==> config.mk <==
export PLATFORM = sky130hd
export DESIGN_NAME = mlt_hash
export DESIGN_NICKNAME = d
export VERILOG_FILES = /design/src/hdl/mac_learning_table_core_macros.svh /design/src/hdl/mlt_pkg.sv /design/src/hdl/mlt_hash.sv
export SDC_FILE = /design/constraint.sdc
export NUM_CORES = 1
export LEC_CHECK = 0
export BUFFER_PORTS_ARGS = -buffer_cell sky130_fd_sc_hd__buf_2
export CAP_MARGIN = 30
export CORE_MARGIN = 2
export CORE_UTILIZATION = 34
export DETAILED_ROUTE_END_ITERATION = 7
export GPL_TIMING_DRIVEN = 0
export PLACE_DENSITY = 0.82
export SLEW_MARGIN = 20
export SYNTH_ARGS = -nofsm -noshare
export SYNTH_HDL_FRONTEND = slang
export SYNTH_SLANG_ARGS = --single-unit
==> constraint.sdc <==
create_clock -name vclk -period 0.9
set_input_delay 0.18 -clock vclk [all_inputs]
set_output_delay 0.18 -clock vclk [all_outputs]
set_load 0.02 [all_outputs]
==> src/hdl/mac_learning_table_core_macros.svh <==
// ----------------------------------------------------------------------------
// mac_learning_table_core assertion macros
// Concurrent assertion wrappers clocked on clk, disabled in rst.
// ----------------------------------------------------------------------------
`ifndef MAC_LEARNING_TABLE_CORE_MACROS_SVH
`define MAC_LEARNING_TABLE_CORE_MACROS_SVH

`ifndef ASSERT_OFF
// same-cycle implication
`define MLT_ASSERT(lbl, ante, cons, msg) \
  lbl: assert property (@(posedge clk) disable iff (rst) (ante) |-> (cons)) else $error(msg);
// next-cycle implication
`define MLT_ASSERT_NEXT(lbl, ante, cons, msg) \
  lbl: assert property (@(posedge clk) disable iff (rst) (ante) |=> (cons)) else $error(msg);
`else
`define MLT_ASSERT(lbl, ante, cons, msg)
`define MLT_ASSERT_NEXT(lbl, ante, cons, msg)
`endif

`endif

==> src/hdl/mlt_pkg.sv <==
// ----------------------------------------------------------------------------
// mlt_pkg
// Shared types and constants of the address learning table.
// ----------------------------------------------------------------------------
`default_nettype none

package mlt_pkg;

  localparam int NUM_BUCKETS_DEF = 256;
  localparam int WAYS_DEF        = 4;
  localparam int NUM_PORTS_DEF   = 16;

  localparam int ADDR_W  = 48;
  localparam int PORT_W  = 4;
  localparam int STAMP_W = 32;
  localparam int AGE_W   = 12;
  localparam int COUNT_W = 11;
  localparam int CNT_W   = 5;   // ways aged in one bucket, WAYS <= 16

  localparam logic [AGE_W-1:0]   AGE_LIMIT_RST = 12'd30;
  localparam logic [COUNT_W-1:0] COUNT_MAX     = 11'h7FF;

  typedef enum logic [1:0] {
    OP_LEARN  = 2'd0,
    OP_LOOKUP = 2'd1,
    OP_TICK   = 2'd2,
    OP_SWEEP  = 2'd3
  } opcode_t;

  typedef struct packed {
    logic [STAMP_W-1:0] stamp;
    logic [PORT_W-1:0]  port;
    logic [ADDR_W-1:0]  addr;
    logic               valid;
  } entry_t;

  localparam int ENTRY_W = $bits(entry_t);

  typedef struct packed {
    logic              hit;
    logic [PORT_W-1:0] port;
    logic              dropped;
    logic [CNT_W-1:0]  aged_cnt;
  } result_t;

endpackage

`default_nettype wire

==> src/hdl/mlt_hash.sv <==
// ----------------------------------------------------------------------------
// mlt_hash
// Bucket index: XOR fold of the six address bytes, reduced mod NUM_BUCKETS.
// ----------------------------------------------------------------------------
`default_nettype none

module mlt_hash #(
  parameter int NUM_BUCKETS = mlt_pkg::NUM_BUCKETS_DEF
) (
  input  wire logic [mlt_pkg::ADDR_W-1:0]     mac,
  output logic      [$clog2(NUM_BUCKETS)-1:0] bucket
);

  localparam int BW = $clog2(NUM_BUCKETS);

  logic [7:0]    fold;
  logic [BW-1:0] mod_tbl [256];

  assign fold = mac[7:0] ^ mac[15:8] ^ mac[23:16] ^ mac[31:24] ^ mac[39:32] ^ mac[47:40];

  // reduction table built at elaboration
  for (genvar g = 0; g < 256; g++) begin : g_tbl
    assign mod_tbl[g] = BW'(g % NUM_BUCKETS);
  end

  assign bucket = mod_tbl[fold];

endmodule

`default_nettype wire

Word-level counts from Yosys, hierarchy flattened
Memories as Yosys holds them, arrays and structs flattened.
Cells that the tools add are included.
{ "op_classes": {"add_sub_neg": 0, "mul": 0, "div_mod_pow": 0, "magnitude_cmp": 1, "eq_ne": 0, "n_shift": 0, "mux": 2, "n_bitwise": 6, "n_reduce_logical": 0} }
{ "ops": {"columns": ["cell", "n"], "rows": [
  ["$xor A8 B8 Y8", 5],
  ["$mux W8", 2],
  ["$ge A9 B9 Y1 const B", 1],
  ["$not A8 Y9", 1]
]} }
{ "totals": {"register_bits": 0, "latchBits": 0, "ramBits": 0, "mem_bits_ro": 2048, "inputBits": 48, "memories": 1} }
{ "mem_list": {"columns": ["name", "depth", "word_bits", "read_ports", "rd_clocked_by_memory_dff", "wr", "line_no", "text"], "rows": [
  ["(no name shown)", 256, 8, 1, 0, 0, "mlt_hash.sv:26", "assign bucket = mod_tbl[fold];"]
]} }

Depth between registers and ports, before layout
Gate-level depths: netlist of run 1.
{ "depth": {"depth_word": 9, "depth_mapped": 2, "depth_no_buf": 2} }

Worst setup path before layout of run 1
No wires, ideal clock.
{ "synth_path": {"path_type": "input to output", "from": "input port mac[8] in the netlist's numbering", "to": "output port bucket[0]", "arrival_time_ps": 806, "t_required_ps": 720, "setup_slack_ps": -86, "path_stages": 2, "path_buffers": 0, "cell_sequence": "xnor2_1 > xnor3_1"} }
{ "synth_between": {"elab_chain_len": 9} }
{ "synth_lines": {"columns": ["item", "line_no", "text"], "rows": [
  ["from (decl)", "mlt_hash.sv:10", "input wire logic [mlt_pkg::ADDR_W-1:0] mac,"],
  ["$xor A8 B8 Y8 (5 in a row)", "mlt_hash.sv:19", "assign fold = mac[7:0] ^ mac[15:8] ^ mac[23:16] ^ mac[31:24] ^ mac[39:32] ^ mac[47:40];"],
  ["$not A8 Y9 (not written as such)", "mlt_hash.sv:26", null],
  ["$mem_v2 Z256 W8", null, null],
  ["$mux W8 (not written as such) (2 in a row)", "mlt_hash.sv:26", null],
  ["to (decl)", "mlt_hash.sv:11", "output logic [$clog2(NUM_BUCKETS)-1:0] bucket"]
]} }
No other way between the ends. The select of a mux whose other input is x is not followed.

Worst setup path in the final report of run 1
{ "layout_path": {"from": "input port mac[24] in the netlist's numbering", "to": "output port bucket[0]"} }
{ "layout_between": {"elab_chain_len": 7} }
{ "layout_lines": {"columns": ["item", "line_no"], "rows": [
  ["$xor A8 B8 Y8 (3 in a row)", "mlt_hash.sv:19"],
  ["$not A8 Y9 (not written as such)", "mlt_hash.sv:26"],
  ["$mem_v2 Z256 W8", null],
  ["$mux W8 (not written as such) (2 in a row)", "mlt_hash.sv:26"]
]} }
No other way between the ends. The select of a mux whose other input is x is not followed.

==> impl_metrics.yaml, run 1 <==
timing:
  relSlewSlack_pct: 90.40
  finalSetupViolations: 8
  post-route-min-period_ns: 1.191
  period_share_pct: 132.3
  tns_ns: -2.155
  fin_ws_ns: -0.2908
  slew_viol_final: 0
  tightestPinTransition_ns: 0.1433
  holdWs_ns: 0.7871
  rsz0062_at_grt: "true"
  fmax_ghz: 0.8398
  hold_viol: 0
cells_and_area:
  syn_to_final_growth_pct: 125.8
  nNetsFinal: 138
  n_clock_buffer: 0
  final_cell_area_um2: 1017
  stdcell_count: 103
  layout_common_cells: "buf_2, xnor2_2, buf_6, xnor3_2"
  numSequentialCells: 0
  drive_gt1_share_pct: 100.0
  antennaDiodeCount: 0
  n_fill_cell: 79
  layout_commonest_cell: "buf_2"
  seq_area_um2: 0
drt:
  drt_pass1_iterations: 1
  wl_um: 1223
  viasPerCell: 4.194
  ant_nets: 0
  wl_per_cell_um: 11.87
  drtIter0Drc: 0
  wl_met2_um: 846
  wl_met3_um: 51
  wl_met1_um: 307
  top_layer: "met4"
  vias: 432
  route.detailed.drc: 0
pwr:
  powerDensity_nw_per_um2: 989.6
  switchingPower_mw: 0.3696
  power_frac_comb_pct: 100.0
  design_power_total_mw: 1.007
  ir_drop_mv: 0.5665
  p_seq_share_pct: 0
  p_sw_share_pct: 36.71
  p_leak_nw: 0.5759
  p_int_mw: 0.6371
  pwr-share-clk_pct: 0
worst_setup_path:
  slowest_stage: "xnor3_2"
  required_ns: 0.72
  crit_path_start_kind: "input pin"
  crit_type: "input pin to output port"
  path_cells: "buf_6, xnor2_2, xnor3_2, buf_6"
  worst-path-max-fanout: 1
  crit_top_cell: "buf_6"
  max_stage_delay_ns: 0.44
  cp-end-kind: "output port"
  cp.arrival_ns: 1.01
placed_design:
  placed_cells: 103
  hpwl_um: 899.1
  port_buffers: 56
  gp_congestion: 0.6238
  placed_area_um2: 819.5
synth:
  synth_cell_type_count: 3
  synth_top_area_cell: "xnor3_1"
  synthesis.nets: 80
  yosys_warnings: 0
  yosys.area.top_type_share_pct: 40.00
  syn_inst: 32
  ys_seq_area_share_pct: 0
  netlist_area_um2: 450.4
  synth.area.top_cells: "xnor3_1, xnor2_1, xnor2_2"
  avgSynthCellArea_um2: 14.08
run_status:
  status: "finished with violations"
  violations: "setup timing"
global_routing:
  grtUsageTotal_pct: 15.86
  gr-total-overflow: 0
  antenna_found_initial: 0
  grt_pass1_vias: 447
  grt_pass1_wl_um: 1718
  grt_max_degree: 2
floorplan:
  start_util_pct: 35.50
  core.rowCount: 13
  die_area_um2: 1632
  die_h_um: 40.40
  die_w_um: 40.40
  io_pins: 56
  coreArea_um2: 1269
worst_hold_path:
  hold_path_class: "input pin to output port"
  hold_depth: 4
flow_run:
  drv_cap: 0
clock_network:
  postCtsSetupRepairBufs: 0
  cts_hold_buf: 0
per-layer routing:
| metal | up-vias | track usage (%) |
|---|---|---|
| met5 | - | 0 |
| met4 | 0 | 2.500 |
| met3 | 2 | 0.5556 |
| met2 | 16 | 37.30 |
| met1 | 198 | 13.61 |
| li1 | 216 | - |
critical path, delay by kind of cell:
family,cells,cell delay (ns)
buffers and inverters,2,0.24
XOR/XNOR,2,0.58
logic make-up after synthesis:
group / share of synthesized area (%)
xor+xnor: 100.0
Yosys cell counts:
master    n
xnor2_1  16
xnor2_2   8
xnor3_1   8
final cells by class:
class	count	area (um2)	share of cell area, %
well taps	15	18.77	1.845
multi-input cells	32	580.6	57.07
repair buffers	56	417.9	41.08
repair_timing:
| action | 4_1_cts | 5_1_grt |
|---|---|---|
| gates cloned | 0 | 0 |
| endpoints found under the hold margin | 0 | 0 |
| pin swaps | 16 | 10 |
| resized for setup | 33 | 5 |
| setup endpoints to repair | 8 | 8 |
final timing paths:
kind,from,to,slack [ns]
hold / removal,mac[5],bucket[5],0.79
setup / recovery,mac[24],bucket[0],-0.29
power groups by stage:
stage	clock, mW	combinational, mW	sequential (mW)
final	0	1.01	0
after global routing	0	1.06	0
after CTS	0	0.991	0
after detailed placement	0	0.767	0
after global placement	0	0.757	0
after floorplan	0	0.520	0
through the flow:
step	utilization, %	worst slack [ns]
2_1_floorplan	-	-0.06052
3_3_place_gp	64.60	-0.2879
3_5_place_dp	64.60	-0.3086
4_1_cts	77.71	-0.2672
5_1_grt	80.18	-0.3374
6_report	80.18	-0.2908
No activity file was read; power rests on OpenSTA's default activity.
==> inputs of run 2 (changes only) <==
Settings changed: BUFFER_PORTS_ARGS -buffer_cell sky130_fd_sc_hd__buf_2 to -buffer_cell sky130_fd_sc_hd__buf_4, SKIP_LAST_GASP set to 1.
==> run 2 against run 1 <==
  * Global-route usage up 5.1 points
  * Sequential share of layout area unchanged
  * Final cell count did not move
  * Critical endpoint is now bucket[3]
  * Hold slack improved by 0.0066 ns
  * Sequential cell count stayed put
  * Core utilization increased by 7.3 points
  * The flow still finishes with violations (setup timing)
==> impl_metrics.yaml, run 2 (synthesized netlist as in run 1, its figures left out) <==
global_routing:
  grt_max_degree: 2
  antenna_found_initial: 0
  grtUsageTotal_pct: 20.92
  gr-total-overflow: 0
  grt_pass1_wl_um: 2201
  grt_pass1_vias: 488
timing:
  slew_viol_final: 0
  tightestPinTransition_ns: 0.1745
  hold_viol: 0
  period_share_pct: 132.6
  tns_ns: -2.193
  post-route-min-period_ns: 1.194
  relSlewSlack_pct: 88.31
  finalSetupViolations: 8
  holdWs_ns: 0.7937
  fmax_ghz: 0.8378
  fin_ws_ns: -0.2936
  rsz0062_at_grt: "true"
drt:
  drtIter0Drc: 0
  route.detailed.drc: 0
  vias: 452
  ant_nets: 0
  wl_per_cell_um: 17.23
  drt_pass1_iterations: 1
  wl_um: 1775
  viasPerCell: 4.388
cells_and_area:
  nNetsFinal: 138
  drive_gt1_share_pct: 100.0
  seq_area_um2: 0
  layout_common_cells: "buf_4, xnor2_2, buf_6, xnor3_2"
  n_fill_cell: 55
  numSequentialCells: 0
  stdcell_count: 103
  antennaDiodeCount: 0
  n_clock_buffer: 0
  layout_commonest_cell: "buf_4"
  syn_to_final_growth_pct: 146.4
  multi_input_comb_area_um2: 580.6
worst_setup_path:
  crit_type: "input pin to output port"
  crit_path_start_kind: "input pin"
  cp-end-kind: "output port"
  required_ns: 0.72
  path_cells: "buf_4, xnor2_2, xnor3_2, buf_6"
  slowest_stage: "xnor3_2"
  max_stage_delay_ns: 0.44
  cp.arrival_ns: 1.01
  worst-path-max-fanout: 1
pwr:
  p_sw_share_pct: 35.94
  switchingPower_mw: 0.3832
  p_seq_share_pct: 0
  pwr-share-clk_pct: 0
  powerDensity_nw_per_um2: 960.7
  power_frac_comb_pct: 100.0
  ir_drop_mv: 0.7035
  design_power_total_mw: 1.066
  p_leak_nw: 0.6080
  p_int_mw: 0.6830
floorplan:
  start_util_pct: 35.50
  die_area_um2: 1632
  coreArea_um2: 1269
  core.rowCount: 13
  die_h_um: 40.40
  io_pins: 56
  die_w_um: 40.40
run_status:
  violations: "setup timing"
  status: "finished with violations"
placed_design:
  placed_cells: 103
  preCtsSetupSlack_ns: -0.3049
  gp_congestion: 0.6473
  port_buffers: 56
worst_hold_path:
  hold_path_class: "input pin to output port"
clock_network:
  postCtsSetupRepairBufs: 0
flow_run:
  drv_cap: 0
## run 2: power groups by stage
stage	Combinational, mW	Sequential [mW]	Clock (mW)
finish	1.07	0	0
floorplan	0.520	0	0
global placement	0.886	0	0
global route	1.11	0	0
detailed placement	0.898	0	0
CTS	1.05	0	0
## run 2: critical path, delay by kind of cell
kind / cells / cell delay [ns]
xor+xnor: 2 / 0.58
buf+inv: 2 / 0.26
## run 2: timing repair
| action | CTS | global route |
|---|---|---|
| pin swaps | 16 | 6 |
| hold buffers | 0 | 0 |
| resized for setup | 28 | 4 |
| endpoints found under the setup margin | 8 | 8 |
| gates cloned | 0 | 0 |
## run 2: per-layer routing
metal / share of wire (%) / routed length, um / vias up / global-route usage (%)
li1: - / - / 216 / -
met1: 26 / 458 / 210 / 19.39
met2: 67 / 1186 / 20 / 47.62
met3: 3.8 / 67 / 6 / 1.667
met4: 3.5 / 63 / 0 / 1.667
met5: 0 / 0 / - / 0
## run 2: worst paths after layout
kind	from	slack, ns	endpoint	cells after the start
setup / recovery	mac[19]	-0.29	bucket[3]	4
hold / removal	mac[3]	0.79	bucket[3]	4
## run 2: metrics by stage
step,util [%],instance area [um2]
2_1_floorplan,-,520.5
3_3_place_gp,75.64,959.7
3_5_place_dp,75.64,959.7
4_1_cts,86.29,1095
5_1_grt,87.48,1110
6_report,87.48,1110
## run 2: cell type report
class / instances / area share [%]
Multi-Input combinational cell: 32 / 52.31
Tap cell: 15 / 1.691
Timing Repair Buffer: 56 / 46.00
