**src/hdl/mac_learning_table_core_macros.svh**
```systemverilog
// ----------------------------------------------------------------------------
// mac_learning_table_core assertion macros
// Concurrent assertion wrappers clocked on clk, disabled in rst.
// ----------------------------------------------------------------------------
`ifndef MAC_LEARNING_TABLE_CORE_MACROS_SVH
`define MAC_LEARNING_TABLE_CORE_MACROS_SVH

`ifndef ASSERT_OFF
// same-cycle implication
`define MLT_ASSERT(lbl, ante, cons, msg) \
  lbl: assert property (@(posedge clk) disable iff (rst) (ante) |-> (cons)) else $error(msg);
// next-cycle implication
`define MLT_ASSERT_NEXT(lbl, ante, cons, msg) \
  lbl: assert property (@(posedge clk) disable iff (rst) (ante) |=> (cons)) else $error(msg);
`else
`define MLT_ASSERT(lbl, ante, cons, msg)
`define MLT_ASSERT_NEXT(lbl, ante, cons, msg)
`endif

`endif

```
**src/hdl/mlt_pkg.sv**
```systemverilog
// ----------------------------------------------------------------------------
// mlt_pkg
// Shared types and constants of the address learning table.
// ----------------------------------------------------------------------------
`default_nettype none

package mlt_pkg;

  localparam int NUM_BUCKETS_DEF = 256;
  localparam int WAYS_DEF        = 4;
  localparam int NUM_PORTS_DEF   = 16;

  localparam int ADDR_W  = 48;
  localparam int PORT_W  = 4;
  localparam int STAMP_W = 32;
  localparam int AGE_W   = 12;
  localparam int COUNT_W = 11;
  localparam int CNT_W   = 5;   // ways aged in one bucket, WAYS <= 16

  localparam logic [AGE_W-1:0]   AGE_LIMIT_RST = 12'd30;
  localparam logic [COUNT_W-1:0] COUNT_MAX     = 11'h7FF;

  typedef enum logic [1:0] {
    OP_LEARN  = 2'd0,
    OP_LOOKUP = 2'd1,
    OP_TICK   = 2'd2,
    OP_SWEEP  = 2'd3
  } opcode_t;

  typedef struct packed {
    logic [STAMP_W-1:0] stamp;
    logic [PORT_W-1:0]  port;
    logic [ADDR_W-1:0]  addr;
    logic               valid;
  } entry_t;

  localparam int ENTRY_W = $bits(entry_t);

  typedef struct packed {
    logic              hit;
    logic [PORT_W-1:0] port;
    logic              dropped;
    logic [CNT_W-1:0]  aged_cnt;
  } result_t;

endpackage

`default_nettype wire

```
**src/hdl/mlt_bucket.sv**
```systemverilog
// ----------------------------------------------------------------------------
// mlt_bucket
// Read-modify-write logic for one bucket row: match, learn, refresh, age.
// ----------------------------------------------------------------------------
`default_nettype none

module mlt_bucket #(
  parameter int WAYS      = mlt_pkg::WAYS_DEF,
  parameter int NUM_PORTS = mlt_pkg::NUM_PORTS_DEF
) (
  input  wire mlt_pkg::entry_t [WAYS-1:0]      row,
  input  wire mlt_pkg::opcode_t                op,
  input  wire logic [mlt_pkg::ADDR_W-1:0]      mac,
  input  wire logic [mlt_pkg::PORT_W-1:0]      port_in,
  input  wire logic [mlt_pkg::STAMP_W-1:0]     now,
  input  wire logic [mlt_pkg::AGE_W-1:0]       age_limit,
  output mlt_pkg::entry_t [WAYS-1:0]           row_next,
  output mlt_pkg::result_t                     res
);

  localparam int IW = (WAYS > 1) ? $clog2(WAYS) : 1;

  logic            match_any;
  logic            free_any;
  logic [IW-1:0]   match_idx;
  logic [IW-1:0]   free_idx;
  logic [WAYS-1:0] aged;
  logic            port_ok;

  assign port_ok = 32'(port_in) < NUM_PORTS;

  always_comb begin
    match_any = 1'b0;
    free_any  = 1'b0;
    match_idx = '0;
    free_idx  = '0;
    aged      = '0;
    // descending scan so the lowest way wins
    for (int w = WAYS - 1; w >= 0; w--) begin
      if (row[w].valid && (row[w].addr == mac)) begin
        match_any = 1'b1;
        match_idx = IW'(w);
      end
      if (!row[w].valid) begin
        free_any = 1'b1;
        free_idx = IW'(w);
      end
      aged[w] = row[w].valid &&
                ((now - row[w].stamp) >= {{(mlt_pkg::STAMP_W - mlt_pkg::AGE_W){1'b0}}, age_limit});
    end
  end

  always_comb begin
    row_next = row;
    res      = '0;
    unique case (op)
      mlt_pkg::OP_LEARN: begin
        if (port_ok) begin
          if (match_any) begin
            row_next[match_idx].stamp = now;
            res.hit = 1'b1;
          end else if (free_any) begin
            row_next[free_idx].valid = 1'b1;
            row_next[free_idx].addr  = mac;
            row_next[free_idx].port  = port_in;
            row_next[free_idx].stamp = now;
          end else begin
            res.dropped = 1'b1;
          end
        end
      end
      mlt_pkg::OP_LOOKUP: begin
        if (match_any) begin
          row_next[match_idx].stamp = now;
          res.hit  = 1'b1;
          res.port = row[match_idx].port;
        end
      end
      mlt_pkg::OP_SWEEP: begin
        for (int w = 0; w < WAYS; w++) begin
          if (aged[w]) begin
            row_next[w].valid = 1'b0;
          end
        end
        res.aged_cnt = mlt_pkg::CNT_W'($countones(aged));
      end
      default: begin
        // tick leaves the row alone
      end
    endcase
  end

endmodule

`default_nettype wire

```
**config.mk**
```make
export PLATFORM = sky130hd
export DESIGN_NAME = mlt_bucket
export DESIGN_NICKNAME = d
export VERILOG_FILES = /design/src/hdl/mac_learning_table_core_macros.svh /design/src/hdl/mlt_pkg.sv /design/src/hdl/mlt_bucket.sv
export SDC_FILE = /design/constraint.sdc
export NUM_CORES = 1
export LEC_CHECK = 0
export BUFFER_PORTS_ARGS = -buffer_cell sky130_fd_sc_hd__buf_2
export CELL_PAD_IN_SITES_DETAIL_PLACEMENT = 1
export CELL_PAD_IN_SITES_GLOBAL_PLACEMENT = 1
export CORE_AREA = 2 2 305 307
export DETAILED_ROUTE_END_ITERATION = 16
export DIE_AREA = 0 0 307 309
export GPL_TIMING_DRIVEN = 0
export PLACE_DENSITY_LB_ADDON = 0.1
export SLEW_MARGIN = 10
export SYNTH_ARGS = -nofsm -noshare
export SYNTH_HDL_FRONTEND = slang
export SYNTH_SLANG_ARGS = --single-unit
```
**constraint.sdc**
```tcl
create_clock -name vclk -period 7.58
set_input_delay 0.758 -clock vclk [all_inputs]
set_output_delay 0.758 -clock vclk [all_outputs]
set_load 0.02 [all_outputs]
```
# [After elaboration in Yosys (flattened, before gate mapping)]
# Cells that the tools add are included.
[classes] reduce_logical=11 magnitude_cmp=8 eq_ne=6 n_mux=56 add_sub_neg=7
[op_table] op="$bwmux 340" n=5
[op_table] op="$mux 340" n=3
[op_table] op="$demux 85 s2" n=5
[op_table] op="$pmux 84 s2" n=4
[op_table] op="$eq 48x48->1" n=4
[op_table] op="$bmux 85 s2" n=1
[op_table] op="$mux 85" n=2
[op_table] op="$ge 32x12->1" n=4
[op_table] op="$sub 32x32->32" n=4
[op_table] op="$mux 53" n=2
[op_table] op="$mux 49" n=1
[op_table] op="$mux 1" n=17
[op_table] op="$mux 2" n=8
[op_table] op="$pmux 1 s3" n=4
[op_table] op="$logic_and 1x1->1" n=10
[op_table] op="$lt 2x3->1 const B" n=2
[op_table] op="$mux 5" n=1
[op_table] op="$add 1x1->2" n=2
[op_table] op="$ge 2x1->1 const B" n=2
[op_table] op="$mux 4" n=1
[op_table] op="$add 2x2->3" n=1
[op_table] op="$mux 3" n=1
[op_table] op="$eq 2x1->1 const B" n=1
[op_table] op="$eq 2x2->1 const B" n=1
[op_table] op="2 further kinds" n=2
[totals] regBits=0 wordCells=88 output_inout_bits=351 input_bits=438

# [Depth between registers and ports, before layout]
# Gate-level depths: netlist of the first run.
[logic_depth] depth_word=15 depth_mapped=24 mapped_depth_nobuf=24

# [Least setup slack after synthesis of the first run]
# Ideal clock, no wire load.
[synth_path] path_kind="input port to output port" start="input now[0] in the netlist's numbering" end="output res[1] in the netlist's numbering" required_time_ps=6822 path_buffers=0 arrival_time_ps=5462 setup_slack_ps=1360 stages=23 cell_sequence="inv_1 -> ha_1 -> fa_1 -> nand2b_1 -> a21oi_1 -> o21ai_0 -> nand2_1 -> xor2_1 -> ha_1 -> a21oi_1 -> a21boi_0 -> or4_4 -> nor4_2 -> nand4_1 -> nor4_1 -> nand4b_1 -> nor4_2 -> nand4_1 -> and2_1 -> fa_1 -> ha_1 -> ha_1 -> and3_1"
[synth_rtl] item="from (decl)" line_no="mlt_bucket.sv:15" rtl="input wire logic [mlt_pkg::STAMP_W-1:0] now,"
[synth_rtl] item="to (decl)" line_no="mlt_bucket.sv:18" rtl="output mlt_pkg::result_t res"

==> flow_metrics.env, run 1 <==
export IMPL_crit_top_cell="ha_1"
export IMPL_grt_first_pass_wirelength_um=189000
export IMPL_antenna_found_initial=55
export IMPL_grt_ovfl_total=0
export IMPL_leakagePower_nw=10.7
export IMPL_grt_pass1_vias=23700
export IMPL_grt_max_degree=11
export IMPL_powerDensity_mw_per_mm2=87.3
export IMPL_cap_viol_max_count=0
export IMPL_drive_above_1_share_pct=34.4
export IMPL_design_area_mm2=0.0224
export IMPL_critPathArrivalTime_ns=6.58
export IMPL_clkbuf_count=0
export IMPL_totalWireLength_um=140000
export IMPL_seq_area_um2=0
export IMPL_ant_nets=0
export IMPL_worst_pin_slew_ns=1.18
export IMPL_core_area_mm2=0.0914
export IMPL_slew_violations=0
export IMPL_crit_chain="buf_2, ha_1, nor2_1, o21ai_0, o21ai_1, o21a_1, xnor2_1, ha_1, a21oi_1, o2111ai_1, a221oi_1, o311ai_1, a2111oi_1, nand4b_1, nor4_2, nand4_1, o31a_1, fa_1, ha_1, ha_1, and3_2, buf_2"
export IMPL_vias=23200
export IMPL_critical_path_class="in -> out"
export IMPL_start_kind="input port"
export IMPL_placed_cell_area_mm2=0.0223
export IMPL_cp_required_ns=6.82
export IMPL_period_share_pct=96.7
export IMPL_peakVddDrop_v=0.0000480
export IMPL_period_minus_slack_ns=7.33
export IMPL_status="complete, no violations"
export IMPL_drtPass1Iterations=5
export IMPL_cp_slowest_stage_delay_ns=0.47
export IMPL_cp_slowest_cell="ha_1"
export IMPL_crit_family="compound AO/OA/AOI/OAI gates"
export IMPL_rows=111
export IMPL_cts_hold_buf=0
export IMPL_syn_inst=2497
export IMPL_power_total_mw=1.96
export IMPL_avgSynthCellArea_um2=6.84
export IMPL_port_buffers=737
export IMPL_synth_seq_area_share_pct=0
export IMPL_hold_viol=0
export IMPL_die_x_um=307
export IMPL_area_delta_synth_final_pct=31.3
export IMPL_ys_warn_count=0
export IMPL_min_path_type="in -> out"
export IMPL_synthesis_area_mm2=0.0171
export IMPL_dp_hpwl_um=120000
export IMPL_relSlewSlack_pct=20.7
export IMPL_setup_violations=0
export IMPL_start_util_pct=18.7
export IMPL_drt_iter0_drc=1627
export IMPL_via_per_inst=5.20
export IMPL_place_congestion=1.02
export IMPL_die_y_um=309
export IMPL_drt_wirelength_per_cell_um=31.4
export IMPL_final_nets=3859
export IMPL_holdWs_ns=1.87
export IMPL_critPathMaxFanout=9
export IMPL_synth_lib_cells_used_distinct=95
export IMPL_io_pins=789
export IMPL_fmax_mhz=136
export IMPL_grt_util_all_layers_pct=27.9
export IMPL_endpoint_kind="output pin"
export IMPL_route_detailed_drc=0
export IMPL_design_seq_count=0
export IMPL_fillers=11500
export IMPL_critPathBufInv=2
export IMPL_final_util_pct=24.6
export IMPL_die_area_mm2=0.0949
[synthesized netlist by cell type, types with 23 or more instances]
library cell    n  share of area [%]
a21o_1         72                3.2
a21oi_1       218                6.4
buf_2          88                2.6
clkbuf_1       60                1.3
ha_1          174                 13
inv_1         180                4.0
mux2_2        193                 13
mux2_4         29                2.5
nand2_1       307                6.7
nand2b_1       26               0.95
nand3_1        44                1.3
nand4_1        98                3.6
nor2_1        115                2.5
nor3_1         43                1.3
nor4_1         58                2.1
o211ai_1       23                1.0
o21a_1         34                1.5
o21ai_0       146                4.3
xnor2_1       140                7.2
xor2_1        128                6.6
[metrics by stage]
| step | setup WS (ns) | setup TNS, ns | std cells |
|---|---|---|---|
| after floorplan | 1.36 | 0 | 2498 |
| after global placement | -0.433 | -0.994 | 4421 |
| after detailed placement | -0.536 | -1.26 | 4421 |
| after CTS | 0.00286 | 0 | 4423 |
| after global routing | -0.0169 | -0.0169 | 4442 |
| final | 0.246 | 0 | 4451 |
[kinds of logic (layout without fill, tap and decap cells)]
family,count (synthesis),count (layout),share of synthesized area [%]
muxes,233,233,15.9
other,1,27,0.0219
adders and majority gates,179,179,13.3
and+or+nand+nor,805,805,23.4
buffers and inverters,344,1086,8.73
AOI/OAI and AO/OA,667,667,24.9
xor gates and xnor gates,268,268,13.7
[layout make-up]
class	instances	area (um2)	share of cell area, %
antenna	25	62.6	0.279
buffer	164	817	3.64
inverter	180	679	3.03
multi-input combinational	2154	15700	69.8
timing repair buffer	742	3740	16.6
tap	1186	1480	6.61
[placed cells by master (no fill, tap or decap), drive strengths merged, types with 72 or more instances in the layout]
master / instances
a21o: 72
a21oi: 221
buf: 839
ha: 174
inv: 179
mux2: 222
nand2: 307
nand4: 98
nor2: 118
o21ai: 152
xnor2: 140
xor2: 128
[worst min-delay path: cells and delay by family]
family	cells	cell delay [ns]
AND/OR/NAND/NOR	2	0.10
buffers and inverters	2	0.25
[path summary, 6_finish.rpt]
path	start	endpoint	slack, ns	cells after the start
min	row[110]	row_next[110]	1.87	4
max	now[5]	res[1]	0.25	22
[power breakdown]
part	switching (mW)	total [mW]	internal [mW]
clock network	0	0.000000194	0.000000194
logic	1.28	1.96	0.683
registers	0	0	0
total	1.28	1.96	0.683
[routing by layer]
layer	routed length (um)	share of wire, %	vias up	track usage, %
met3	7950	5.7	147	3.42
li1	-	-	10600	-
met5	34	0.024	-	0
met4	2950	2.1	6	5.60
met2	61700	44	869	43.9
met1	67000	48	11600	40.4
[repair_timing]
action	in CTS	in global routing
endpoints found under the setup margin	3	3
resized for setup	3	19
pin swaps	2	4
buffers inserted	2	3
(Power assumes the default switching activity.)
==> run 2, diff against run 1 <==
--- a/config.mk
+++ b/config.mk
@@ -6,14 +6,12 @@
 export NUM_CORES = 1
 export LEC_CHECK = 0
 export BUFFER_PORTS_ARGS = -buffer_cell sky130_fd_sc_hd__buf_2
-export CELL_PAD_IN_SITES_DETAIL_PLACEMENT = 1
-export CELL_PAD_IN_SITES_GLOBAL_PLACEMENT = 1
-export CORE_AREA = 2 2 305 307
+export CORE_AREA = 2 2 307 309
 export DETAILED_ROUTE_END_ITERATION = 16
-export DIE_AREA = 0 0 307 309
+export DIE_AREA = 0 0 309 311
 export GPL_TIMING_DRIVEN = 0
-export PLACE_DENSITY_LB_ADDON = 0.1
 export SLEW_MARGIN = 10
 export SYNTH_ARGS = -nofsm -noshare
 export SYNTH_HDL_FRONTEND = slang
 export SYNTH_SLANG_ARGS = --single-unit
+export TNS_END_PERCENT = 1
==> run 2 against run 1 <==
  * Critical path depth up 3
  * Routed wire length increased by 0.69%
  * Via count is 3.5% higher
  * Non-clock buffer count up 3
  * Sequential share of layout area unchanged
  * Die area increased by 1.3%
  * First-iteration DRC count grew 83%
  * Cell area up 0.42%
  * Count of clock-buffer cells in the layout is the same
  * Core utilization down 0.26 points
==> flow_metrics.env, run 2 (synthesis gave the netlist of run 1 again) <==
export IMPL_cp_required_ns=6.82
export IMPL_rows=112
export IMPL_die_x_um=309
export IMPL_core_area_mm2=0.0928
export IMPL_die_area_mm2=0.0961
export IMPL_worst_pin_slew_ns=1.22
export IMPL_dp_hpwl_um=120000
export IMPL_ant_nets=0
export IMPL_via_per_inst=5.30
export IMPL_place_congestion=1.11
export IMPL_sequentialPowerShare_pct=0
export IMPL_critPathArrivalTime_ns=6.53
export IMPL_p_sw_share_pct=65.7
export IMPL_die_y_um=311
export IMPL_grt_max_degree=11
export IMPL_place_ws_ns=-0.732
export IMPL_period_share_pct=96.2
export IMPL_met1_usage_pct=42.5
export IMPL_hold_viol=0
export IMPL_combPwrFrac_pct=100.0
export IMPL_peakVddDrop_v=0.0000546
export IMPL_setup_violations=0
export IMPL_critical_path_class="in -> out"
export IMPL_drt_iter0_drc=2977
export IMPL_grt_first_pass_wirelength_um=185000
export IMPL_seq_area_um2=0
export IMPL_min_path_type="in -> out"
export IMPL_powerDensity_mw_per_mm2=88.5
export IMPL_grt_ovfl_total=0
export IMPL_status="complete, no violations"
export IMPL_grt_use_met2_pct=37.5
export IMPL_power_switching_mw=1.31
export IMPL_period_minus_slack_ns=7.29
export IMPL_fillers=10800
export IMPL_io_pins=789
export IMPL_startpoint="now[0]"
export IMPL_endpoint_kind="output pin"
export IMPL_drive_above_1_share_pct=34.4
export IMPL_fmax_mhz=137
export IMPL_drtPass1Iterations=6
export IMPL_final_util_pct=24.3
export IMPL_power_internal_uw=683
export IMPL_slew_violations=0
export IMPL_port_buffers=737
export IMPL_setup_tns_ns=0
export IMPL_totalWireLength_um=141000
export IMPL_busiest_layer="met1"
export IMPL_grt_pass1_vias=22200
export IMPL_design_seq_count=0
export IMPL_critPathMaxFanout=5
export IMPL_clkbuf_count=0
export IMPL_relSlewSlack_pct=17.8
export IMPL_route_detailed_drc=0
export IMPL_start_util_pct=18.4
export IMPL_leakagePower_nw=10.7
export IMPL_grt_use_met3_pct=7.04
export IMPL_vias=24000
export IMPL_final_nets=3862
export IMPL_hp_start="row[308]"
export IMPL_holdWs_ns=1.88
export IMPL_fin_cells=4517
export IMPL_final_cell_mix="buf_2 (820), nand2_1 (307), a21oi_1 (216)"
export IMPL_power_clock_fraction_pct=0
export IMPL_cap_viol_max_count=0
export IMPL_grt_util_all_layers_pct=27.6
export IMPL_area_delta_synth_final_pct=31.9
export IMPL_setup_slack_ns=0.288
export IMPL_antenna_found_initial=50
export IMPL_start_kind="input port"
export IMPL_final_common_cell="buf_2"
export IMPL_cts_hold_buf=0
export IMPL_drt_wirelength_per_cell_um=31.1
export IMPL_placedCellCount=4489
-- run 2: timing repair --
action                     4_1_cts  5_1_grt
pin swaps                        1        4
resized for setup                5       15
setup buffers                    6        2
setup endpoints to repair        3        3
-- run 2: power by group through the flow --
stage | Clock [mW] | Combinational [mW] | Sequential (mW)
detailed placement | 0 | 1.92 | 0
floorplan | 0 | 1.16 | 0
CTS | 0 | 1.94 | 0
finish | 0.000000194 | 1.99 | 0
global placement | 0 | 1.92 | 0
global route | 0.000000196 | 2.12 | 0
-- run 2: final timing paths --
kind,to,cells past startpoint,slack (ns)
min,row_next[308],4,1.88
max,res[1],25,0.29
-- run 2: per-stage QoR --
stage / total power [mW] / area [um2]
3_5_place_dp: 1.92 / 22400
2_1_floorplan: 1.16 / 17100
6_report: 1.99 / 22500
5_1_grt: 2.12 / 22500
4_1_cts: 1.94 / 22400
3_3_place_gp: 1.92 / 22400
-- run 2: critical path, stage by stage --
cell        delay (ns)
buf_8             0.15
clkinvlp_4        0.12
buf_4             0.17
ha_1              0.21
fa_1              0.41
nor2b_1           0.19
o211ai_1          0.15
a211o_1           0.38
nand3b_1          0.14
xor2_1            0.08
ha_1              0.19
a21oi_1           0.31
o2111ai_1         0.17
a221oi_1          0.26
o311ai_1          0.19
a2111oi_2         0.31
nand4b_1          0.16
nor4_2            0.27
nand4_1           0.20
o31a_1            0.35
fa_1              0.52
ha_1              0.21
ha_1              0.28
and3_1            0.17
buf_2             0.16
-- run 2: final cells by class --
type               count  area [um2]  area share (%)
diodes                20        50.0           0.222
plain buffers        164         817            3.63
inverters            180         683            3.03
multi-input cells   2154       15600            69.4
well taps           1254        1570            6.96
repair buffers       745        3770            16.7
-- run 2: layer usage --
metal	up-vias	routed length (um)
met3	171	16400
met1	11600	66800
met4	14	2940
met2	1599	54400
met5	-	84
li1	10600	-
