### src/hdl/mac_learning_table_core_macros.svh
// ----------------------------------------------------------------------------
// mac_learning_table_core assertion macros
// Concurrent assertion wrappers clocked on clk, disabled in rst.
// ----------------------------------------------------------------------------
`ifndef MAC_LEARNING_TABLE_CORE_MACROS_SVH
`define MAC_LEARNING_TABLE_CORE_MACROS_SVH

`ifndef ASSERT_OFF
// same-cycle implication
`define MLT_ASSERT(lbl, ante, cons, msg) \
  lbl: assert property (@(posedge clk) disable iff (rst) (ante) |-> (cons)) else $error(msg);
// next-cycle implication
`define MLT_ASSERT_NEXT(lbl, ante, cons, msg) \
  lbl: assert property (@(posedge clk) disable iff (rst) (ante) |=> (cons)) else $error(msg);
`else
`define MLT_ASSERT(lbl, ante, cons, msg)
`define MLT_ASSERT_NEXT(lbl, ante, cons, msg)
`endif

`endif

### src/hdl/mlt_ram.sv
// ----------------------------------------------------------------------------
// mlt_ram
// Simple dual-port RAM, one write port, one registered read port.
// ----------------------------------------------------------------------------
`default_nettype none

module mlt_ram #(
  parameter int WIDTH = 8,
  parameter int DEPTH = 16
) (
  input  wire logic                     clk,
  input  wire logic                     wr_en,
  input  wire logic [$clog2(DEPTH)-1:0] wr_addr,
  input  wire logic [WIDTH-1:0]         wr_data,
  input  wire logic                     rd_en,
  input  wire logic [$clog2(DEPTH)-1:0] rd_addr,
  output logic      [WIDTH-1:0]         rd_data
);

  logic [WIDTH-1:0] mem [DEPTH];

  always_ff @(posedge clk) begin
    if (wr_en) begin
      mem[wr_addr] <= wr_data;
    end
    if (rd_en) begin
      rd_data <= mem[rd_addr];
    end
  end

endmodule

`default_nettype wire

### config.mk
export PLATFORM = sky130hd
export DESIGN_NAME = mlt_ram
export DESIGN_NICKNAME = d
export VERILOG_FILES = /design/src/hdl/mac_learning_table_core_macros.svh /design/src/hdl/mlt_ram.sv
export SDC_FILE = /design/constraint.sdc
export NUM_CORES = 1
export LEC_CHECK = 0
export ABC_AREA = 1
export BUFFER_PORTS_ARGS = -buffer_cell sky130_fd_sc_hd__buf_2
export CELL_PAD_IN_SITES_DETAIL_PLACEMENT = 0
export CELL_PAD_IN_SITES_GLOBAL_PLACEMENT = 1
export CORE_UTILIZATION = 51
export CTS_BUF_LIST = sky130_fd_sc_hd__clkbuf_8
export DETAILED_ROUTE_END_ITERATION = 10
export MAX_ROUTING_LAYER = met4
export PLACE_DENSITY = 0.83
export RECOVER_POWER = 25
export REMOVE_ABC_BUFFERS = 1
export SLEW_MARGIN = 20
export SYNTH_ARGS = -nofsm -noshare
export SYNTH_HDL_FRONTEND = slang
export SYNTH_SLANG_ARGS = --single-unit
### constraint.sdc
create_clock -name clk -period 1.6 [get_ports clk]
set_clock_uncertainty 0.15 [all_clocks]
set_input_delay 0.08 -clock clk [delete_from_list [all_inputs] [get_ports clk]]
set_output_delay 0.08 -clock clk [all_outputs]
set_load 0.02 [all_outputs]
# == Yosys cells after proc, flatten, opt, wreduce, memory -nomap -nowiden ==
# Memory sizes are Yosys's and may differ from the RTL's. A register that Yosys moved wholly into a read port is not among the register bits.
# Cells that the tools add are included.
# classes
bitwise,0
magnitude_cmp,0
n_eq_ne,0
reduce_logical,0
shift,0
div_mod_pow,0
mul,0
mux,2
add_sub_neg,0
# op_table
op,n
$mux W1,2
# totals
latch_bits,0
in_bits,19
memories,1
elab_cells,3
mem_bits_rw,128
mem_bits_ro,0
output_inout_bits,8
reg_bits,0
# mem_list
memory,depth,width,rd,rd_ports_with_merged_regs,wr,line,rtl
mem,16,8,1,1,1,mlt_ram.sv:20,logic [WIDTH-1:0] mem [DEPTH];

# == Logic depth before layout (Yosys ltp) ==
# Gate-level depths: netlist of the first run.
# logic_depth
depth_word,2
mapped_depth,8
mapped_depth_nobuf,7

# == Least setup slack after synthesis of the first run ==
# Ideal clock, no wire load.
# synth_path
path_type,input to register
startpoint,input port wr_addr[2]
endpoint,"memory mem[10][0], enable pin"
path_stages,2
path_buffers,0
required_time_ns,1.080
arrival_time_ns,0.661
setup_ns,0.370
slack_ns,0.419
path_cell_list,nand3b_1 nor2_1
# synth_rtl
item,line,rtl
"start, declared",mlt_ram.sv:13,"input wire logic [$clog2(DEPTH)-1:0] wr_addr,"
"end, declared",mlt_ram.sv:20,
# No word-level cell before the write port.

# == Final worst setup path of the first run ==
# layout_path
startpoint,register rd_data[4] (read register of mem)
endpoint,output port rd_data[4]
# layout_rtl
item,line,rtl
"start, declared",mlt_ram.sv:17,output logic [WIDTH-1:0] rd_data
# No word-level cell between the ends.

==> results_dict.tcl, run 1 <==
set metrics [dict create \
    die_w_um 109.1 \
    yosys_warnings 0 \
    wire_per_inst_um 15.99 \
    final_antenna_net_count 0 \
    worstPathCellList "buf_2" \
    min_period_ns 1.293 \
    critical_path_class "register to output port" \
    dr.pass1.iters 5 \
    drv_slew 0 \
    syn_to_final_growth_pct 13.18 \
    core_area_sq_mm 0.01098 \
    final_core_util_pct 60.25 \
    clk_pin_slew_worst_paths_ns 0.08 \
    r2r-end "rd_data[3]$_DFFE_PP_" \
    hold_start "rd_addr[2]" \
    port_buffers 26 \
    synth_area_sq_mm 0.005847 \
    rsz0062_at_grt "false" \
    ys_seq_elements 136 \
    grtUsageTotal_pct 23.73 \
    gp_congestion 0.8160 \
    synth_cells 551 \
    r2r_start "mem[9][3]$_DFFE_PP_" \
    core.rowCount 38 \
    grt_pass1_vias 3730 \
    finalHoldViolCount 0 \
    io_pins 27 \
    power_density_mw_per_mm2 1073 \
    reg2reg_slack_ns 0.33 \
    peakVddDrop_mv 0.6495 \
    fp.dieArea_sq_mm 0.01190 \
    grt-ovfl-total 0 \
    tightest_slew_ns 0.6869 \
    fin_tns_setup_ns 0 \
    cp_slowest_cell "edfxtp_1" \
    start_util_pct 53.24 \
    critPathLaunchType "register" \
    min_path_type "primary input to register" \
    grt_start_max_net_pins 36 \
    cp_max_fo 1 \
    cts_max_level 4 \
    routed_wl_um 12140 \
    avgViaCountPerCell 5.055 \
    finalPower_mw 7.101 \
    whs_endpoint "rd_data[5]$_DFFE_PP_" \
    final_cell_mix "nand2_1 (173), edfxtp_1 (136), inv_1 (103), nand3_1 (97), buf_2 (24)" \
    maxCapViolCount 0 \
    drive_gt1_share_pct 10.66 \
    dieHeight_um 109.1 \
    drtIter0Drc 270 \
    hpwl_um 7471 \
    ctsLongestPathBuffers 2 \
    outcome "complete, no violations" \
    rr_worst_depth 6 \
    crit_buf_inv 1 \
    grt_pass1_wl_um 19310 \
    layout_commonest_cell "nand2_1" \
    cpLargestDelayFamily "flip-flops" \
    cp.depth 1 \
    num_vias 3837 \
    dp_cells 717 \
    slowest_delay_ns 0.43 \
    clk_latency_ns 0.45 \
    cp.arrival_ns 1.06 \
    antenna_found_initial 0 \
    fin_cells 759 \
    syn_area_per_cell_sq_um 10.61 \
    fin_crit_sh_pct 80.84 \
    crit_path_end_kind "output port" \
    yosysUniqueCellTypes 11 \
    cts_resized 0 \
    setup_viol 0 \
    cts_root_buffer "clkbuf_8" \
    hold_depth 4 \
    fmax_ghz 0.7732 \
    cts.sinks 136 \
    crit_required_ns 1.37 \
    cts_made_buffers 17 \
    nets 625 \
    drc 0 \
    yosysSeqAreaShare_pct 69.85 \
    max-slew-margin-rel_pct 54.20 \
    cts_tree "built" \
    power_leakage_nw 2.857 \
    antennaDiodeCount 0 \
]
stage by stage:
step                cell area, sq um  worst slack, ns  hold slack (ns)
finish                          6618           0.3066          0.01785
global route                    6618           0.2687         0.009334
CTS                             6658           0.2849         0.007964
detailed placement              6203           0.1176           0.3308
global placement                6203           0.1446           0.3250
floorplan                       5680           0.2494          0.02887
flip-flops by register name, summed over array words and instances (netlist names):
signal and flops:
mem 128, rd_data 8
kinds of logic (layout without fill, tap and decap cells):
kind of cell	count (synthesis)	after routing	synth area share [%]
flip-flops	136	136	69.85
buffers and inverters	126	194	9.394
AND/OR/NAND/NOR	289	289	20.76
worst max-delay path by stage:
stage / from / endpoint / slack [ns]
5_1_grt: mem[9][1]$_DFFE_PP_ / rd_data[1]$_DFFE_PP_ / 0.27
2_1_floorplan: rd_addr[0] / rd_data[2]$_DFFE_PP_ / 0.25
3_3_place_gp: rd_addr[0] / rd_data[3]$_DFFE_PP_ / 0.14
4_1_cts: rd_data[4]$_DFFE_PP_ / rd_data[4] / 0.28
6_report: rd_data[4]$_DFFE_PP_ / rd_data[4] / 0.31
3_5_place_dp: rd_addr[1] / rd_data[3]$_DFFE_PP_ / 0.12
final cells by class:
cell class / count / area, sq um
Multi-Input combinational cell: 289 / 1214
Fill cell: 891 / 4365
Clock inverter: 15 / 120.1
Sequential cell: 136 / 4084
Clock buffer: 17 / 234.0
Timing Repair Buffer: 60 / 407.9
Inverter: 102 / 382.9
Tap cell: 140 / 175.2
cell usage after synthesis (all sizes together):
master	instances	area, sq um
nand2	173	649.4
edfxtp	136	4084
inv	102	382.9
nand3	97	485.5
buf	24	166.4
nor2	17	63.81
nand3b	2	15.01
report_power, final:
group	leakage, nW	internal (mW)	total [mW]	switching [mW]
combinational	1.43	0.162	0.505	0.344
sequential	1.24	4.01	4.03	0.0218
clock	0.195	1.33	2.56	1.23
total	2.86	5.50	7.10	1.60
metal layers:
metal  track usage, %  up-vias  share of wire, %  wire, um
met5                -        -                 0         0
li1                 -     1886                 -         -
met4            9.556        0               2.1       260
met2            36.93      115                51      6147
met3            5.918       24               5.7       696
met1            29.85     1812                41      5034
what timing repair did:
item                      in CTS  in global routing
setup buffers                  0                  0
hold endpoints to repair     140                  0
hold buffers                  10                  0
Power figures use the tool's default switching activity.
==> run 2: changes to the inputs <==
==> constraint.sdc (replaced) <==
create_clock -name clk -period 1.3 [get_ports clk]
set_clock_uncertainty 0.15 [all_clocks]
set_input_delay 0.065 -clock clk [delete_from_list [all_inputs] [get_ports clk]]
set_output_delay 0.065 -clock clk [all_outputs]
set_load 0.02 [all_outputs]
==> run 2 against run 1 <==
Register-to-register slack got worse by 0.26 ns. Combinational power increased by 29%. First-iteration DRC count decreased by 14%. Critical path depth unchanged. Global-route usage increased by 0.20 points. Critical path type unchanged. Largest cell class unchanged. Highest routed layer unchanged.
==> results_dict.tcl, run 2 (synthesized netlist as in run 1, its figures left out) <==
set metrics [dict create \
    outcome "complete, no violations" \
    largest_register "mem" \
    cp_slowest_cell "edfxtp_1" \
    num_vias 3801 \
    final_area_sq_mm 0.006679 \
    io_pins 27 \
    max-slew-margin-rel_pct 56.84 \
    cpLargestDelayFamily "flip-flops" \
    placed_cell_area_sq_mm 0.006266 \
    drtIter0Drc 231 \
    cts.sinks 136 \
    n_fill_cell 915 \
    drv_slew 0 \
    drc 0 \
    top_regs "mem (128), rd_data (8)" \
    crit_buf_inv 1 \
    power_leakage_nw 2.874 \
    grt_start_max_net_pins 37 \
    cts_root_buffer "clkbuf_8" \
    grt_pass1_vias 3864 \
    final_cell_mix "nand2_1 (173), edfxtp_1 (136), inv_1 (103), nand3_1 (89), buf_2 (21)" \
    nets 629 \
    reg2reg_slack_ns 0.07 \
    routed_wl_um 12220 \
    hold_depth 4 \
    r2r-end "rd_data[0]$_DFFE_PP_" \
    grt-ovfl-total 0 \
    min_period_ns 1.258 \
    clk_pin_slew_worst_paths_ns 0.07 \
    antennaDiodeCount 0 \
    die_w_um 109.1 \
    power_density_mw_per_mm2 1279 \
    fin_crit_sh_pct 96.80 \
    dieHeight_um 109.1 \
    dp_cells 722 \
    cts_made_buffers 17 \
    rr_worst_depth 6 \
    worstPathCellList "buf_2" \
    finalHoldViolCount 0 \
    hold_start "rd_addr[3]" \
    wire_per_inst_um 16.01 \
    slowest_delay_ns 0.43 \
    antenna_found_initial 0 \
    peakVddDrop_mv 0.6161 \
    fmax_ghz 0.7946 \
    setup_viol 0 \
    ctsLongestPathBuffers 2 \
    core.rowCount 38 \
    crit_path_end_kind "output port" \
    final_antenna_net_count 0 \
    clk_latency_ns 0.43 \
    port_buffers 26 \
    cp.arrival_ns 1.04 \
    gp_congestion 0.7819 \
    tightest_slew_ns 0.6473 \
    crit_required_ns 1.09 \
    core_area_sq_mm 0.01098 \
    whs_endpoint "rd_data[3]$_DFFE_PP_" \
    syn_to_final_growth_pct 14.23 \
    critical_path_class "register to output port" \
    avgViaCountPerCell 4.982 \
    cts_setup_buffers 0 \
    fin_cells 763 \
    cts_max_level 4 \
    critPathLaunchType "register" \
    fp.dieArea_sq_mm 0.01190 \
    min_path_type "primary input to register" \
    drive_gt1_share_pct 11.88 \
    layout_commonest_cell "nand2_1" \
    largest_reg_flops 128 \
    maxCapViolCount 0 \
    start_util_pct 53.24 \
    hpwl_um 8005 \
    grtUsageTotal_pct 23.92 \
    grt_pass1_wl_um 19790 \
    dr.pass1.iters 4 \
    cts_tree "built" \
    r2r_start "mem[9][0]$_DFFE_PP_" \
    cp_max_fo 1 \
]
[run 2: cell count changes in the layout (fill, tap and decap cells not counted), sizes merged]
cell         before  now
buf              38   39
bufinv            2    1
clkbuf           29   33
clkinvlp          1    2
dlygate4sd3      10    9
[run 2: timing repair]
item                       4_1_cts  5_1_grt
hold buffers                     9        0
setup endpoints to repair        0        3
gates resized for setup          0        8
hold endpoints to repair       136        0
[run 2: final cells by class]
| type | instances | area, sq um | share of cell area [%] |
|---|---|---|---|
| Inverter | 102 | 382.9 | 5.732 |
| Tap cell | 140 | 175.2 | 2.623 |
| Timing Repair Buffer | 64 | 452.9 | 6.782 |
| Sequential cell | 136 | 4084 | 61.15 |
| Multi-Input combinational cell | 289 | 1254 | 18.77 |
| Clock buffer | 17 | 234.0 | 3.503 |
| Clock inverter | 15 | 96.34 | 1.442 |
[run 2: through the flow]
step / setup slack [ns] / TNS [ns] / total power [mW] / hold slack (ns) / util [%]
after floorplan: -0.03561 / -0.2287 / 5.346 / 0.01387 / -
after global placement: -0.02656 / -0.1017 / 5.677 / 0.3078 / 57.05
after detailed placement: -0.08398 / -0.3211 / 5.693 / 0.3135 / 57.05
after CTS: 0.006410 / 0 / 8.587 / 0.01983 / 60.88
after global routing: -0.01848 / -0.01848 / 8.855 / 0.03205 / 60.81
final: 0.04154 / 0 / 8.543 / 0.03241 / 60.81
[run 2: how the worst max path moves through the flow]
stage,start,end,slack [ns],cells after the start
after floorplan,rd_addr[0],rd_data[2]$_DFFE_PP_,-0.04,6
final,rd_data[3]$_DFFE_PP_,rd_data[3],0.04,1
after global placement,rd_addr[0],rd_data[2]$_DFFE_PP_,-0.03,7
after global routing,mem[9][0]$_DFFE_PP_,rd_data[0]$_DFFE_PP_,-0.02,6
after detailed placement,rd_addr[0],rd_data[2]$_DFFE_PP_,-0.08,7
after CTS,mem[8][0]$_DFFE_PP_,rd_data[0]$_DFFE_PP_,0.006,6
[run 2: routing by layer]
layer  global-route usage (%)  vias to the layer above  part of all wire, %
met1                    29.29                     1810                   43
li1                         -                     1895                    -
met3                    5.559                       16                  4.4
met4                    9.073                        0                  1.6
met2                    38.68                       80                   51
met5                        -                        -                    0
[run 2: report_power, final]
group | internal [mW] | switching (mW)
Sequential | 4.94 | 0.0275
Combinational | 0.218 | 0.434
Clock | 1.44 | 1.49
Total | 6.59 | 1.95
==> run 3: changes to the inputs <==
==> constraint.sdc (replaced) <==
create_clock -name clk -period 1.3 [get_ports clk]
set_clock_uncertainty 0.15 [all_clocks]
set_input_delay 0.195 -clock clk [delete_from_list [all_inputs] [get_ports clk]]
set_output_delay 0.195 -clock clk [all_outputs]
set_load 0.02 [all_outputs]
==> run 3 against run 2 <==
The run now ends with negative setup slack left. Clock power rose by 6%. Worst setup slack worse by 0.12 ns. Fmax is 8.5% lower. Sequential power about the same. Utilization up 0.68 points. Sequential share of layout area fell by 0.68 points. Critical path type unchanged. Critical endpoint is now rd_data[0].
==> results_dict.tcl, run 3 (synthesized netlist as in run 1, its figures left out) <==
set metrics [dict create \
    outcome "complete, but fails checks" \
    violations "negative setup slack" \
    final_core_util_pct 61.49 \
    hpwl_um 7733 \
    antenna_found_initial 0 \
    start_util_pct 53.24 \
    crit_buf_inv 1 \
    min_period_ns 1.376 \
    final_area_sq_mm 0.006754 \
    critPathLaunchType "register" \
    antennaDiodeCount 0 \
    maxCapViolCount 0 \
    p_sw_mw 1.929 \
    wire_per_inst_um 15.16 \
    swShare_pct 22.05 \
    cpLargestDelayFamily "flip-flops" \
    cp_slowest_cell "edfxtp_1" \
    routed_wl_um 11570 \
    core.rowCount 38 \
    cts_made_buffers 17 \
    cts_setup_buffers 0 \
    dr.pass1.iters 5 \
    die_w_um 109.1 \
    layout_commonest_cell "nand2_1" \
    power_density_mw_per_mm2 1295 \
    top_regs "mem (128), rd_data (8)" \
    worstPathCellList "buf_6" \
    placed_cell_area_sq_mm 0.006279 \
    min_path_type "primary input to register" \
    grt_pass1_vias 3597 \
    syn_to_final_growth_pct 15.51 \
    cts_root_buffer "clkbuf_8" \
    num_vias 3847 \
    cp.arrival_ns 1.03 \
    final_cell_mix "nand2_1 (173), edfxtp_1 (136), inv_1 (104), nand3_1 (93)" \
    avgViaCountPerCell 5.042 \
    grt_pass1_wl_um 18370 \
    clk_pin_slew_worst_paths_ns 0.06 \
    slowest_delay_ns 0.44 \
    use_met1_pct 28.16 \
    combPwrFrac_pct 7.6 \
    fmax_ghz 0.7267 \
    dieHeight_um 109.1 \
    crit_path_end_kind "output port" \
    drv_slew 0 \
    largest_register "mem" \
    port_buffers 26 \
    max-slew-margin-rel_pct 59.98 \
    tightest_slew_ns 0.6003 \
    grt_util_met3_pct 5.081 \
    nets 629 \
    crit_required_ns 0.95 \
    drc 0 \
    intPower_mw 6.819 \
    cts.sinks 136 \
    fin_crit_sh_pct 105.8 \
    clk_latency_ns 0.43 \
    ctsLongestPathBuffers 2 \
    finalPower_mw 8.748 \
    grtUsageTotal_pct 22.40 \
    place_ws_ns -0.2013 \
    setup_viol 4 \
    core_area_sq_mm 0.01098 \
    largest_reg_flops 128 \
    grt_start_max_net_pins 44 \
    cts_tree "built" \
    grt_use_met2_pct 35.31 \
    cp_max_fo 1 \
    peakVddDrop_mv 0.6119 \
    clockPowerShare_pct 35.6 \
    fp.dieArea_sq_mm 0.01190 \
    drive_gt1_share_pct 12.20 \
    fin_tns_setup_ns -0.2148 \
    rsz0062_at_grt "true" \
    finalHoldViolCount 0 \
    worst_slack_ns -0.07600 \
    cts_max_level 4 \
    drtIter0Drc 210 \
    final_antenna_net_count 0 \
    grt-ovfl-total 0 \
    power_leakage_nw 2.920 \
    gp_congestion 0.7979 \
    io_pins 27 \
    critical_path_class "register to output port" \
    top_usage_layer "met2" \
    power_frac_seq_pct 56.8 \
]
run 3: cell count changes in the layout (fill, tap and decap cells not counted), moves of 4 or more:
cell,change
buf_6,+8
nand3_1,+4
nand3_2,-4
clkbuf_1,-6
clkbuf_2,+4
buf_2,-6
run 3: worst paths after layout:
| kind | from | cells after the start | end | slack [ns] |
|---|---|---|---|---|
| setup reg to reg | mem[9][3]$_DFFE_PP_ | 6 | rd_data[3]$_DFFE_PP_ | 0.07 |
| hold / removal | rd_addr[3] | 3 | rd_data[0]$_DFFE_PP_ | 0.04 |
| hold reg to reg | mem[3][1]$_DFFE_PP_ | 6 | rd_data[1]$_DFFE_PP_ | 0.59 |
| setup / recovery | rd_data[0]$_DFFE_PP_ | 1 | rd_data[0] | -0.08 |
run 3: cell type report:
class                   instances  area (sq um)
inverters                     102         382.9
fillers                       879          4229
clock inverters                15         121.4
multi-input cells             289          1234
flip-flops and latches        136          4084
well taps                     140         175.2
repair buffers                 64         523.0
clock buffers                  17         234.0
run 3: timing repair:
action | in CTS | in global routing
endpoints found under the setup margin | 8 | 11
resized for setup | 8 | 12
hold endpoints to repair | 128 | 0
hold buffers | 9 | 0
pin swaps | 0 | 1
run 3: stage by stage:
stage | hold WS (ns) | cells
floorplan | 0.1439 | 527
global placement | 0.4413 | 722
detailed placement | 0.4378 | 722
CTS | 0.01174 | 763
global route | 0.05898 | 763
finish | 0.03847 | 763
run 3: power groups by stage:
stage	logic, mW	registers (mW)	clock network (mW)
finish	0.668	4.97	3.11
global route	0.742	4.97	3.33
CTS	0.663	4.97	3.16
detailed placement	0.629	5.06	0
global placement	0.618	5.06	0
floorplan	0.265	5.08	0
run 3: routing by layer:
metal	vias up	wire length [um]
li1	1896	-
met1	1844	4876
met2	93	5995
met3	14	562
met4	0	131
met5	-	0
